**src/hw/rtl/memo_payload_decoder_defines.svh**
```systemverilog
// ----------------------------------------------------------------------------
// Memo payload decoder: assertion macros
// Concurrent checks clocked on clk and disabled during rst. Define
// NO_ASSERTIONS to compile them out.
// ----------------------------------------------------------------------------
`ifndef MEMO_PAYLOAD_DECODER_DEFINES_SVH
`define MEMO_PAYLOAD_DECODER_DEFINES_SVH

`ifndef NO_ASSERTIONS
// Check a property at every rising clock edge outside reset
`define MPD_ASSERT(lbl, prop, msg) \
  lbl: assert property (@(posedge clk) disable iff (rst) prop) else $error(msg);
// Check that a condition never holds outside reset
`define MPD_NEVER(lbl, expr, msg) \
  lbl: assert property (@(posedge clk) disable iff (rst) !(expr)) else $error(msg);
`else
`define MPD_ASSERT(lbl, prop, msg)
`define MPD_NEVER(lbl, expr, msg)
`endif

`endif

```
**src/hw/rtl/mpd_pkg.sv**
```systemverilog
// ----------------------------------------------------------------------------
// Memo payload decoder package
// Codes, character constants, shared types and the nibble-pair helper.
// ----------------------------------------------------------------------------
package mpd_pkg;

  // Input actions
  typedef enum logic [1:0] {
    ACT_FIRST = 2'd0,
    ACT_CONT  = 2'd1,
    ACT_DATA  = 2'd2,
    ACT_END   = 2'd3
  } action_t;

  // Result kinds
  typedef enum logic [1:0] {
    KIND_BYTE  = 2'd0,
    KIND_GOOD  = 2'd1,
    KIND_ERROR = 2'd2
  } kind_t;

  // Decoder phases
  typedef enum logic [3:0] {
    PH_IDLE   = 4'd0,
    PH_FIRST  = 4'd1,
    PH_TLO    = 4'd2,
    PH_THI    = 4'd3,
    PH_F2DATA = 4'd4,
    PH_F2HI   = 4'd5,
    PH_F1DATA = 4'd6,
    PH_F1LO   = 4'd7,
    PH_F1LIT  = 4'd8,
    PH_F1STAR = 4'd9,
    PH_CHECK  = 4'd10,
    PH_DONE   = 4'd11
  } phase_t;

  // Operations handed to the output stage
  typedef enum logic [1:0] {
    OP_BYTE    = 2'd0,
    OP_TABLE   = 2'd1,
    OP_VERDICT = 2'd2,
    OP_FAIL    = 2'd3
  } op_code_t;

  localparam int unsigned TABLE_SIZE   = 203;
  localparam int unsigned CHECK_DIGITS = 5;
  localparam int unsigned CHECK_W      = 17;

  localparam logic [7:0] CODE_END2   = 8'd33;
  localparam logic [7:0] NIB_OFFSET  = 8'd35;
  localparam logic [7:0] CODE_TABLE  = 8'd51;
  localparam logic [7:0] CODE_FORMAT2 = 8'd254;
  localparam logic [7:0] CHAR_TILDE  = 8'h7E;
  localparam logic [7:0] CHAR_STAR   = 8'h2A;
  localparam logic [7:0] CHAR_ZERO   = 8'h30;
  localparam logic [7:0] CHAR_NINE   = 8'h39;
  localparam logic [7:0] CHAR_LOW_A  = 8'h61;
  localparam logic [7:0] HEX_ADJ     = 8'd10 - CHAR_LOW_A;

  // Classified input item
  typedef struct packed {
    action_t    act;
    logic [7:0] ch;
    logic [7:0] hex;
    logic       is_digit;
  } cmd_t;

  // Operation from the sequencer to the output stage
  typedef struct packed {
    logic               valid;
    op_code_t           code;
    logic [7:0]         data;
    logic [CHECK_W-1:0] check;
    logic               clr;
  } res_t;

  // Offset-35 nibble pair, low character first
  function automatic logic [7:0] pair35(input logic [7:0] lo, input logic [7:0] hi);
    logic [7:0] l;
    logic [7:0] h;
    l = lo - NIB_OFFSET;
    h = hi - NIB_OFFSET;
    return l | {h[3:0], 4'b0000};
  endfunction

endpackage

```
**src/hw/rtl/mpd_front.sv**
```systemverilog
// ----------------------------------------------------------------------------
// Memo payload decoder front end
// Classifies each incoming character: digit test and hex nibble value.
// ----------------------------------------------------------------------------
module mpd_front (
  input  logic [1:0]   action,
  input  logic [7:0]   in_char,
  output mpd_pkg::cmd_t cmd
);
  import mpd_pkg::*;

  logic digit;

  // Classify the character
  assign digit = in_char inside {[CHAR_ZERO:CHAR_NINE]};

  always_comb begin
    cmd.act      = action_t'(action);
    cmd.ch       = in_char;
    cmd.is_digit = digit;
    cmd.hex      = digit ? (in_char - CHAR_ZERO) : (in_char + HEX_ADJ);
  end

endmodule

```
**src/hw/rtl/mpd_queue.sv**
```systemverilog
// ----------------------------------------------------------------------------
// Memo payload decoder command queue
// Short FIFO of classified transactions between front end and sequencer.
// ----------------------------------------------------------------------------
`include "memo_payload_decoder_defines.svh"

module mpd_queue #(
  parameter int unsigned DEPTH = 2
) (
  input  logic          clk,
  input  logic          rst,
  input  logic          push_valid,
  output logic          full,
  input  mpd_pkg::cmd_t push_data,
  output logic          pop_valid,
  input  logic          pop,
  output mpd_pkg::cmd_t pop_data
);
  import mpd_pkg::*;

  localparam int unsigned PW = (DEPTH > 1) ? $clog2(DEPTH) : 1;
  localparam int unsigned CW = $clog2(DEPTH + 1);

  cmd_t          entries [DEPTH];
  logic [PW-1:0] wr_ptr;
  logic [PW-1:0] rd_ptr;
  logic [CW-1:0] count;
  logic          push;

  assign full      = (count == CW'(DEPTH));
  assign push      = push_valid && !full;
  assign pop_valid = (count != '0);
  assign pop_data  = entries[rd_ptr];

  // Store pushed transactions
  always_ff @(posedge clk) begin
    if (push) begin
      entries[wr_ptr] <= push_data;
    end
  end

  // Advance pointers and count
  always_ff @(posedge clk) begin
    if (rst) begin
      wr_ptr <= '0;
      rd_ptr <= '0;
      count  <= '0;
    end else begin
      if (push) begin
        wr_ptr <= (wr_ptr == PW'(DEPTH - 1)) ? '0 : wr_ptr + 1'b1;
      end
      if (pop) begin
        rd_ptr <= (rd_ptr == PW'(DEPTH - 1)) ? '0 : rd_ptr + 1'b1;
      end
      if (push && !pop) begin
        count <= count + 1'b1;
      end else if (!push && pop) begin
        count <= count - 1'b1;
      end
    end
  end

  `MPD_NEVER(a_count_bound, count > CW'(DEPTH), "queue count above depth")
  `MPD_NEVER(a_pop_empty, pop && !pop_valid, "pop from empty queue")
  `MPD_ASSERT(a_count_up, (push && !pop) |=> (count == $past(count) + 1'b1), "count missed push")

endmodule

```
**src/hw/rtl/mpd_back.sv**
```systemverilog
// ----------------------------------------------------------------------------
// Memo payload decoder sequencer
// Runs the part state machine on each transaction, loads and reads the
// format-2 lookup table, and issues operations to the output stage.
// ----------------------------------------------------------------------------
`include "memo_payload_decoder_defines.svh"

module mpd_back (
  input  logic          clk,
  input  logic          rst,
  input  logic          q_valid,
  input  mpd_pkg::cmd_t cmd,
  output logic          q_pop,
  input  logic          out_ready,
  output mpd_pkg::res_t res,
  output logic [7:0]    rd_data
);
  import mpd_pkg::*;

  phase_t             phase, phase_next;
  logic               format_two, format_two_next;
  logic [7:0]         table_index, table_index_next;
  logic [7:0]         pending_nibble, pending_nibble_next;
  logic [CHECK_W-1:0] check_value, check_value_next;
  logic [2:0]         digit_count, digit_count_next;
  logic               digits_stopped, digits_stopped_next;
  logic               pend_clr, pend_clr_next;

  logic [7:0]         special_table [TABLE_SIZE];
  logic               wr_en;
  logic [7:0]         wr_data;
  logic               rd_en;
  logic [7:0]         rd_addr;

  logic               fire;
  logic [7:0]         ch;
  logic [2:0]         dc_inc;
  logic               take_digit;
  logic [CHECK_W-1:0] check_step;
  logic               check_last;
  logic [7:0]         idx_inc;

  assign fire  = q_valid && out_ready;
  assign q_pop = fire;
  assign ch    = cmd.ch;

  // Checksum digit step: value * 10 + digit
  assign dc_inc     = digit_count + 3'd1;
  assign take_digit = !digits_stopped && cmd.is_digit;
  assign check_step = {check_value[CHECK_W-4:0], 3'b000} + {check_value[CHECK_W-2:0], 1'b0}
                      + CHECK_W'(cmd.hex[3:0]);
  assign check_last = (dc_inc >= 3'(CHECK_DIGITS));
  assign idx_inc    = table_index + 8'd1;
  assign rd_addr    = ch - CODE_TABLE;
  assign wr_data    = pair35(pending_nibble, ch);

  // Next state
  always_comb begin
    phase_next          = phase;
    format_two_next     = format_two;
    table_index_next    = table_index;
    pending_nibble_next = pending_nibble;
    check_value_next    = check_value;
    digit_count_next    = digit_count;
    digits_stopped_next = digits_stopped;
    pend_clr_next       = res.valid ? 1'b0 : pend_clr;
    if (fire) begin
      case (cmd.act)
        ACT_FIRST, ACT_CONT: begin
          pending_nibble_next = '0;
          check_value_next    = '0;
          digit_count_next    = '0;
          digits_stopped_next = 1'b0;
          pend_clr_next       = 1'b1;
          if (cmd.act == ACT_FIRST) begin
            phase_next = PH_FIRST;
          end else begin
            phase_next = format_two ? PH_F2DATA : PH_F1DATA;
          end
        end
        ACT_END: begin
          if (phase != PH_IDLE && phase != PH_DONE) begin
            phase_next = PH_DONE;
          end
        end
        default: begin
          case (phase)
            PH_FIRST, PH_F1DATA: begin
              if (phase == PH_FIRST && ch == CODE_FORMAT2) begin
                format_two_next  = 1'b1;
                table_index_next = '0;
                phase_next       = PH_TLO;
              end else begin
                if (phase == PH_FIRST) begin
                  format_two_next = 1'b0;
                end
                if (ch == CHAR_STAR) begin
                  phase_next = PH_F1STAR;
                end else if (ch == CHAR_TILDE) begin
                  phase_next = PH_F1LIT;
                end else begin
                  pending_nibble_next = {cmd.hex[3:0], 4'b0000};
                  phase_next          = PH_F1LO;
                end
              end
            end
            PH_TLO: begin
              pending_nibble_next = ch;
              phase_next          = PH_THI;
            end
            PH_THI: begin
              table_index_next = idx_inc;
              phase_next       = (idx_inc >= 8'(TABLE_SIZE)) ? PH_F2DATA : PH_TLO;
            end
            PH_F2DATA: begin
              if (ch == CODE_END2) begin
                phase_next          = PH_CHECK;
                check_value_next    = '0;
                digit_count_next    = '0;
                digits_stopped_next = 1'b0;
              end else if (ch >= CODE_TABLE) begin
                if (rd_addr >= 8'(TABLE_SIZE)) begin
                  phase_next = PH_DONE;
                end
              end else begin
                pending_nibble_next = ch;
                phase_next          = PH_F2HI;
              end
            end
            PH_F2HI: phase_next = PH_F2DATA;
            PH_F1LO: phase_next = PH_F1DATA;
            PH_F1LIT: begin
              if (ch == CHAR_TILDE) begin
                phase_next = PH_F1DATA;
              end
            end
            PH_F1STAR: begin
              if (ch == CHAR_STAR) begin
                phase_next          = PH_CHECK;
                check_value_next    = '0;
                digit_count_next    = '0;
                digits_stopped_next = 1'b0;
              end else begin
                phase_next = PH_DONE;
              end
            end
            PH_CHECK: begin
              if (take_digit) begin
                check_value_next = check_step;
              end else begin
                digits_stopped_next = 1'b1;
              end
              digit_count_next = dc_inc;
              if (check_last) begin
                phase_next = PH_DONE;
              end
            end
            default: ;
          endcase
        end
      endcase
    end
  end

  // Operations and table access
  always_comb begin
    res.valid = 1'b0;
    res.code  = OP_BYTE;
    res.data  = '0;
    res.check = check_value;
    res.clr   = pend_clr;
    wr_en     = 1'b0;
    rd_en     = 1'b0;
    if (fire) begin
      case (cmd.act)
        ACT_END: begin
          if (phase == PH_CHECK) begin
            res.valid = 1'b1;
            res.code  = OP_VERDICT;
          end else if (phase != PH_IDLE && phase != PH_DONE) begin
            res.valid = 1'b1;
            res.code  = OP_FAIL;
          end
        end
        ACT_DATA: begin
          case (phase)
            PH_THI: wr_en = (table_index < 8'(TABLE_SIZE));
            PH_F2DATA: begin
              if (ch != CODE_END2 && ch >= CODE_TABLE) begin
                res.valid = 1'b1;
                if (rd_addr >= 8'(TABLE_SIZE)) begin
                  res.code = OP_FAIL;
                end else begin
                  res.code = OP_TABLE;
                  rd_en    = 1'b1;
                end
              end
            end
            PH_F2HI: begin
              res.valid = 1'b1;
              res.data  = pair35(pending_nibble, ch);
            end
            PH_F1LO: begin
              res.valid = 1'b1;
              res.data  = pending_nibble + cmd.hex;
            end
            PH_F1LIT: begin
              if (ch != CHAR_TILDE) begin
                res.valid = 1'b1;
                res.data  = ch;
              end
            end
            PH_F1STAR: begin
              if (ch != CHAR_STAR) begin
                res.valid = 1'b1;
                res.code  = OP_FAIL;
              end
            end
            PH_CHECK: begin
              if (check_last) begin
                res.valid = 1'b1;
                res.code  = OP_VERDICT;
                res.check = take_digit ? check_step : check_value;
              end
            end
            default: ;
          endcase
        end
        default: ;
      endcase
    end
  end

  // Write and read the lookup table
  always_ff @(posedge clk) begin
    if (wr_en) begin
      special_table[table_index] <= wr_data;
    end
    if (rd_en) begin
      rd_data <= special_table[rd_addr];
    end
  end

  // Hold sequencer state
  always_ff @(posedge clk) begin
    if (rst) begin
      phase          <= PH_IDLE;
      format_two     <= 1'b0;
      table_index    <= '0;
      pending_nibble <= '0;
      check_value    <= '0;
      digit_count    <= '0;
      digits_stopped <= 1'b0;
      pend_clr       <= 1'b0;
    end else begin
      phase          <= phase_next;
      format_two     <= format_two_next;
      table_index    <= table_index_next;
      pending_nibble <= pending_nibble_next;
      check_value    <= check_value_next;
      digit_count    <= digit_count_next;
      digits_stopped <= digits_stopped_next;
      pend_clr       <= pend_clr_next;
    end
  end

  `MPD_NEVER(a_op_stalled, res.valid && !out_ready, "operation issued while output busy")
  `MPD_ASSERT(a_table_done, (wr_en && table_index == 8'(TABLE_SIZE - 1)) |=> (phase == PH_F2DATA), "table load did not end")
  `MPD_NEVER(a_digit_over, phase == PH_CHECK && digit_count >= 3'(CHECK_DIGITS), "checksum digit count overran")

endmodule

```
**src/hw/rtl/mpd_out.sv**
```systemverilog
// ----------------------------------------------------------------------------
// Memo payload decoder output stage
// Holds one result transaction, keeps the part byte sum and judges the
// checksum against it.
// ----------------------------------------------------------------------------
module mpd_out (
  input  logic          clk,
  input  logic          rst,
  input  mpd_pkg::res_t res,
  input  logic [7:0]    rd_data,
  output logic          out_ready,
  output logic          result_valid,
  input  logic          result_stall,
  output logic [1:0]    kind,
  output logic [7:0]    out_byte
);
  import mpd_pkg::*;

  logic                       held_valid;
  op_code_t                   held_code;
  logic [7:0]                 held_data;
  logic [CHECK_W-1:0]         held_check;
  logic                       held_clr;
  logic [15:0]                byte_sum;
  logic [15:0]                sum_base;
  logic [7:0]                 byte_val;
  logic                       is_byte;
  logic                       taken;
  kind_t                      kind_code;

  assign taken     = held_valid && !result_stall;
  assign out_ready = !held_valid || !result_stall;

  // Form the result from the held operation
  assign sum_base = held_clr ? 16'd0 : byte_sum;
  assign is_byte  = (held_code == OP_BYTE) || (held_code == OP_TABLE);
  assign byte_val = (held_code == OP_TABLE) ? rd_data : held_data;

  always_comb begin
    case (held_code)
      OP_BYTE, OP_TABLE: kind_code = KIND_BYTE;
      OP_VERDICT: kind_code = (held_check == CHECK_W'(sum_base)) ? KIND_GOOD : KIND_ERROR;
      default: kind_code = KIND_ERROR;
    endcase
  end

  assign result_valid = held_valid;
  assign kind         = kind_code;
  assign out_byte     = is_byte ? byte_val : 8'd0;

  // Load the next operation
  always_ff @(posedge clk) begin
    if (res.valid) begin
      held_code  <= res.code;
      held_data  <= res.data;
      held_check <= res.check;
      held_clr   <= res.clr;
    end
  end

  // Track occupancy and accumulate the byte sum on delivery
  always_ff @(posedge clk) begin
    if (rst) begin
      held_valid <= 1'b0;
      byte_sum   <= '0;
    end else begin
      if (res.valid) begin
        held_valid <= 1'b1;
      end else if (taken) begin
        held_valid <= 1'b0;
      end
      if (taken) begin
        byte_sum <= sum_base + (is_byte ? {8'd0, byte_val} : 16'd0);
      end
    end
  end

endmodule

```
**src/hw/rtl/memo_payload_decoder.sv**
```systemverilog
// ----------------------------------------------------------------------------
// Memo payload decoder
// Decodes the text payload of upload parts into bytes and checks each part's
// decimal checksum against a 16-bit byte sum.
// ----------------------------------------------------------------------------
//   Channel | Handshake                  | Payload
//   --------+----------------------------+------------------
//   item    | item_valid / item_stall    | action, in_char
//   result  | result_valid / result_stall| kind, out_byte
//
// One character per cycle sustained while neither stall holds the flow;
// a character passes through the queue entry and then the output register
// before its result_valid rises. Table lookups use a registered read of the
// 203-entry table memory, paired with the output register. Reset clears
// control state; the table is valid only once loaded. item_stall rises only
// when the command queue is full; result_stall holds the output register and
// then the sequencer, not the queue's inputs directly.
module memo_payload_decoder #(
  parameter int unsigned QUEUE_DEPTH = 2
) (
  input  logic       clk,
  input  logic       rst,
  input  logic       item_valid,
  output logic       item_stall,
  input  logic [1:0] action,
  input  logic [7:0] in_char,
  output logic       result_valid,
  input  logic       result_stall,
  output logic [1:0] kind,
  output logic [7:0] out_byte
);
  import mpd_pkg::*;

  cmd_t       cmd_in;
  cmd_t       cmd_head;
  logic       q_valid;
  logic       q_pop;
  logic       out_ready;
  res_t       res;
  logic [7:0] rd_data;

  // Classify incoming transactions
  mpd_front u_front (
    .action  (action),
    .in_char (in_char),
    .cmd     (cmd_in)
  );

  // Decouple front end from sequencer
  mpd_queue #(
    .DEPTH (QUEUE_DEPTH)
  ) u_queue (
    .clk        (clk),
    .rst        (rst),
    .push_valid (item_valid),
    .full       (item_stall),
    .push_data  (cmd_in),
    .pop_valid  (q_valid),
    .pop        (q_pop),
    .pop_data   (cmd_head)
  );

  // Run the part state machine
  mpd_back u_back (
    .clk       (clk),
    .rst       (rst),
    .q_valid   (q_valid),
    .cmd       (cmd_head),
    .q_pop     (q_pop),
    .out_ready (out_ready),
    .res       (res),
    .rd_data   (rd_data)
  );

  // Deliver results
  mpd_out u_out (
    .clk          (clk),
    .rst          (rst),
    .res          (res),
    .rd_data      (rd_data),
    .out_ready    (out_ready),
    .result_valid (result_valid),
    .result_stall (result_stall),
    .kind         (kind),
    .out_byte     (out_byte)
  );

endmodule
```
**config.mk**
```make
export PLATFORM = sky130hd
export DESIGN_NAME = memo_payload_decoder
export DESIGN_NICKNAME = d
export VERILOG_FILES = /design/src/hw/rtl/mpd_pkg.sv /design/src/hw/rtl/mpd_front.sv /design/src/hw/rtl/mpd_queue.sv /design/src/hw/rtl/mpd_back.sv /design/src/hw/rtl/mpd_out.sv /design/src/hw/rtl/memo_payload_decoder.sv
export VERILOG_INCLUDE_DIRS = /design/src /design/src/hw/rtl
export SDC_FILE = /design/constraint.sdc
export NUM_CORES = 2
export LEC_CHECK = 0
export BUFFER_PORTS_ARGS = -buffer_cell sky130_fd_sc_hd__buf_2
export CORE_UTILIZATION = 59
export CTS_CLUSTER_DIAMETER = 120
export DETAILED_ROUTE_END_ITERATION = 8
export GPL_TIMING_DRIVEN = 0
export PLACE_DENSITY = 0.71
export SETUP_SLACK_MARGIN = 0.2
export SLEW_MARGIN = 20
export SYNTH_ARGS = -nofsm -noshare
export SYNTH_HDL_FRONTEND = slang
export SYNTH_HIERARCHICAL = 1
export SYNTH_SLANG_ARGS = --single-unit
```
**constraint.sdc**
```tcl
create_clock -name clk -period 33.3 [get_ports clk]
set_clock_uncertainty 0.15 [all_clocks]
set_input_delay 1.665 -clock clk [delete_from_list [all_inputs] [get_ports clk]]
set_output_delay 1.665 -clock clk [all_outputs]
set_load 0.005 [all_outputs]
```
==> metrics.txt <==
GPL Wtd Cong=0.980; syn nets=3929; GRT Total Usage=0.356; initial antenna violation count=10; Area growth syn-to-layout=12.4%; setup TNS after final layout=0 ns; Port-buffer cells=23; Hold Buf Count CTS=0; Die ar.=between 100000 and 150000 um2; DIE HEIGHT=around 350 um; reg-to-reg endpoint=u_back/rd_data[6]$_DFFE_PP_; row count=127; post-CTS setup repair buffer count=0; CP required=approximately 34 ns; min Tclk post-route=roughly 9.1 ns; Ys Warns=6; Sink Count=approximately 1800; worst-margin pin slew=about 1.3 ns; post-cts repair resize count=0; status=complete, no violations; Main synth FF type=edfxtp_1; final hold violations=0; area of the multi-input gates=around 19000 um2; crit-path max FO=11; worst ir drop on vdd=0.0000630 V; post-detailed-route count of antenna-violating nets=0; Hold Path End=u_out/byte_sum[0]$_SDFFE_PP0P_; Max-slew headroom=0.121; fin crit share=0.274; hold_sp=u_out/byte_sum[0]$_SDFFE_PP0P_; clk_lat worst skew=approximately 0.83 ns; crit path kind=reg -> reg; storage element area=between 50000 and 60000 um2; FFs w/ async S/R, synth=0; Synth Area per Inst=around 19 um2; DIE WIDTH=about 350 um; H-tree Lvls=4; clk root buf=clkbuf_16; CTS Buf Count=about 170; Congestion Overflow GR=0; Syn Std Cell Area=72000 um2; Syn Inst Count=3847; global-route wire length before repair=297000 um; initial DRC count=between 7000 and 8000; vias in the first global route=~39000; Setup-failing EPs final=0; #FFs+latches synth=about 1800; clk buf depth=3; IO Pins=26; DP Area=75500 um2; Pleak=roughly 24 nW; RSZ-0062 raised after global routing=no; initial cell density of the core=0.598; Detailed Route WL=215000 um; mean routed wirelength per cell=between 30 and 40 um; Critical Path AT=9.46 ns; Highest Clock Rate=roughly 0.11 GHz; Final Cell Area=approximately 81000 um2; CTS tree=done; Fillers=~7900; WHS Path Cells=2; DRT Pass-1 Iters=6; nets@finish=about 4200; reg2reg path depth=20; hold crit path type=reg -> reg; largest net degree at the start of global routing=around 140; sequential share of the synthesized area=0.726; Final HPWL DP=143000 um; Setup crit end kind=flop; floorplan core area=approximately 120000 um2; Post-synth EDFFs=between 1500 and 2000; via count=a little over 40000; layout cell share with drive strength beyond 1=0.233; DRC Markers=0; DR vias/cell=7.03; max cap viols=0; Netlist cell types=90; flop2flop setup slack=24.18 ns; Clock transition at path regs=roughly 0.06 ns; Cell Pwr Density=between 80 and 90 nW/um2; Worst setup SP type=flop; fin. max-slew vios=0
==> routing by layer <==
layer	global-route usage	part of all wire	up-vias
met5	0.00392	0.00060	-
met3	0.120	0.14	657
li1	-	-	16094
met4	0.191	0.062	14
met2	0.520	0.45	3237
met1	0.477	0.35	21124
==> synth_stat cells, types with 12 or more instances <==
cell,instances,area share
nand2b_1,15,0.0013
a21o_1,16,0.0017
mux2_2,42,0.0066
xor2_1,19,0.0023
buf_2,65,0.0045
inv_1,35,0.0018
nor3_1,32,0.0022
a22oi_1,18,0.0019
clkbuf_1,119,0.0062
mux2i_1,57,0.0079
xnor2_1,41,0.0050
edfxtp_1,1698,0.71
nor2b_1,21,0.0018
nand3_1,86,0.0060
a31oi_1,20,0.0017
nand4_1,32,0.0028
nand2_1,236,0.012
nor2_1,334,0.017
a21oi_1,88,0.0061
o21ai_0,45,0.0031
mux4_2,453,0.14
dfxtp_1,65,0.018
buf_1,12,0.00063
ha_1,64,0.011
buf_4,26,0.0027
and3_1,14,0.0012
==> worst max-delay path: stages (launching register included) <==
cell and delay (ns):
dfxtp_1 0.30, buf_4 0.17, buf_4 0.19, mux2_2 0.27, buf_2 0.39, buf_4 0.28, buf_4 0.33, buf_4 0.46
buf_2 0.48, buf_4 0.32, inv_1 0.12, ha_1 0.58, clkbuf_1 0.94, clkbuf_2 0.80, mux4_2 0.35, nand2_1 0.10
nand3_1 0.21, a21oi_1 0.13, a2111oi_1 1.08, nor3_1 0.29, o21ai_0 0.77
==> kinds of logic after synthesis <==
logic type	Yosys count	synth area share
AO/OA/AOI/OAI	314	0.0305
XOR/XNOR	61	0.00752
adder cells (fa/ha/maj)	68	0.0122
buffers and inverters	258	0.0159
flip-flops	1763	0.726
multiplexers	554	0.156
AND/OR/NAND/NOR	829	0.0512
==> layout make-up <==
class | count | area share
Buffer | 222 | 0.0130
Antenna cell | 5 | 0.000155
Multi-Input combinational cell | 1826 | 0.232
Inverter | 36 | 0.00176
Tap cell | 1612 | 0.0249
Timing Repair Buffer | 78 | 0.0154
Clock buffer | 217 | 0.0567
Clock inverter | 90 | 0.0105
Sequential cell | 1763 | 0.646
==> report_power, final <==
group | switching [mW] | total [mW] | internal (mW)
logic | 1.53 | 2.20 | 0.666
clock network | 0.830 | 1.91 | 1.08
registers | 0.0109 | 2.60 | 2.59
==> how the worst max path moves through the flow <==
| stage | to | slack [ns] | depth (start not counted) |
|---|---|---|---|
| after floorplan | u_back/special_table[0][5]$_DFFE_PP_ | 22.61 | 4 |
| after global placement | u_out/held_data[5]$_DFFE_PP_ | 13.20 | 6 |
| after detailed placement | u_back/rd_data[6]$_DFFE_PP_ | 24.70 | 20 |
| after CTS | u_back/rd_data[6]$_DFFE_PP_ | 24.66 | 20 |
| after global routing | u_back/rd_data[6]$_DFFE_PP_ | 24.31 | 20 |
| final | u_back/rd_data[6]$_DFFE_PP_ | 24.18 | 20 |
==> stage by stage <==
step	power, mW	instances	utilization	hold WS [ns]	setup WS, ns
detailed placement	4.73	5537	0.627	0.301	24.70
floorplan	3.78	3847	-	0.282	22.61
global route	6.79	5845	0.672	0.327	24.31
finish	6.70	5849	0.672	0.306	24.18
CTS	6.62	5844	0.672	0.309	24.66
global placement	4.76	5482	0.616	0.292	13.20
==> sequential cells by signal (all words and copies together), names as in the netlist, 2 cells and up, named ones only <==
signal	flops
u_back/special_table	1624
u_queue/entries	38
u_back/check_value	17
u_out/held_check	17
u_out/byte_sum	16
u_back/pending_nibble	8
u_back/rd_data	8
u_back/table_index	8
u_out/held_data	8
u_back/phase	4
u_back/digit_count	3
u_out/held_code	2
u_queue/count	2
==> layout by cell type (no fill, tap or decap), types with 26 or more instances in the layout <==
cell,n
nor3_1,32
nand4_1,32
a21oi_1,88
mux2_2,42
mux4_2,453
nand2_1,234
inv_1,34
buf_4,26
clkinv_1,33
clkbuf_2,26
ha_1,63
xnor2_1,38
o21ai_0,44
clkbuf_16,176
clkbuf_1,131
mux2i_1,57
nor2_1,330
nand3_1,74
edfxtp_1,1698
buf_2,93
dfxtp_1,65
buf_16,28
Power figures use the tool's default switching activity.
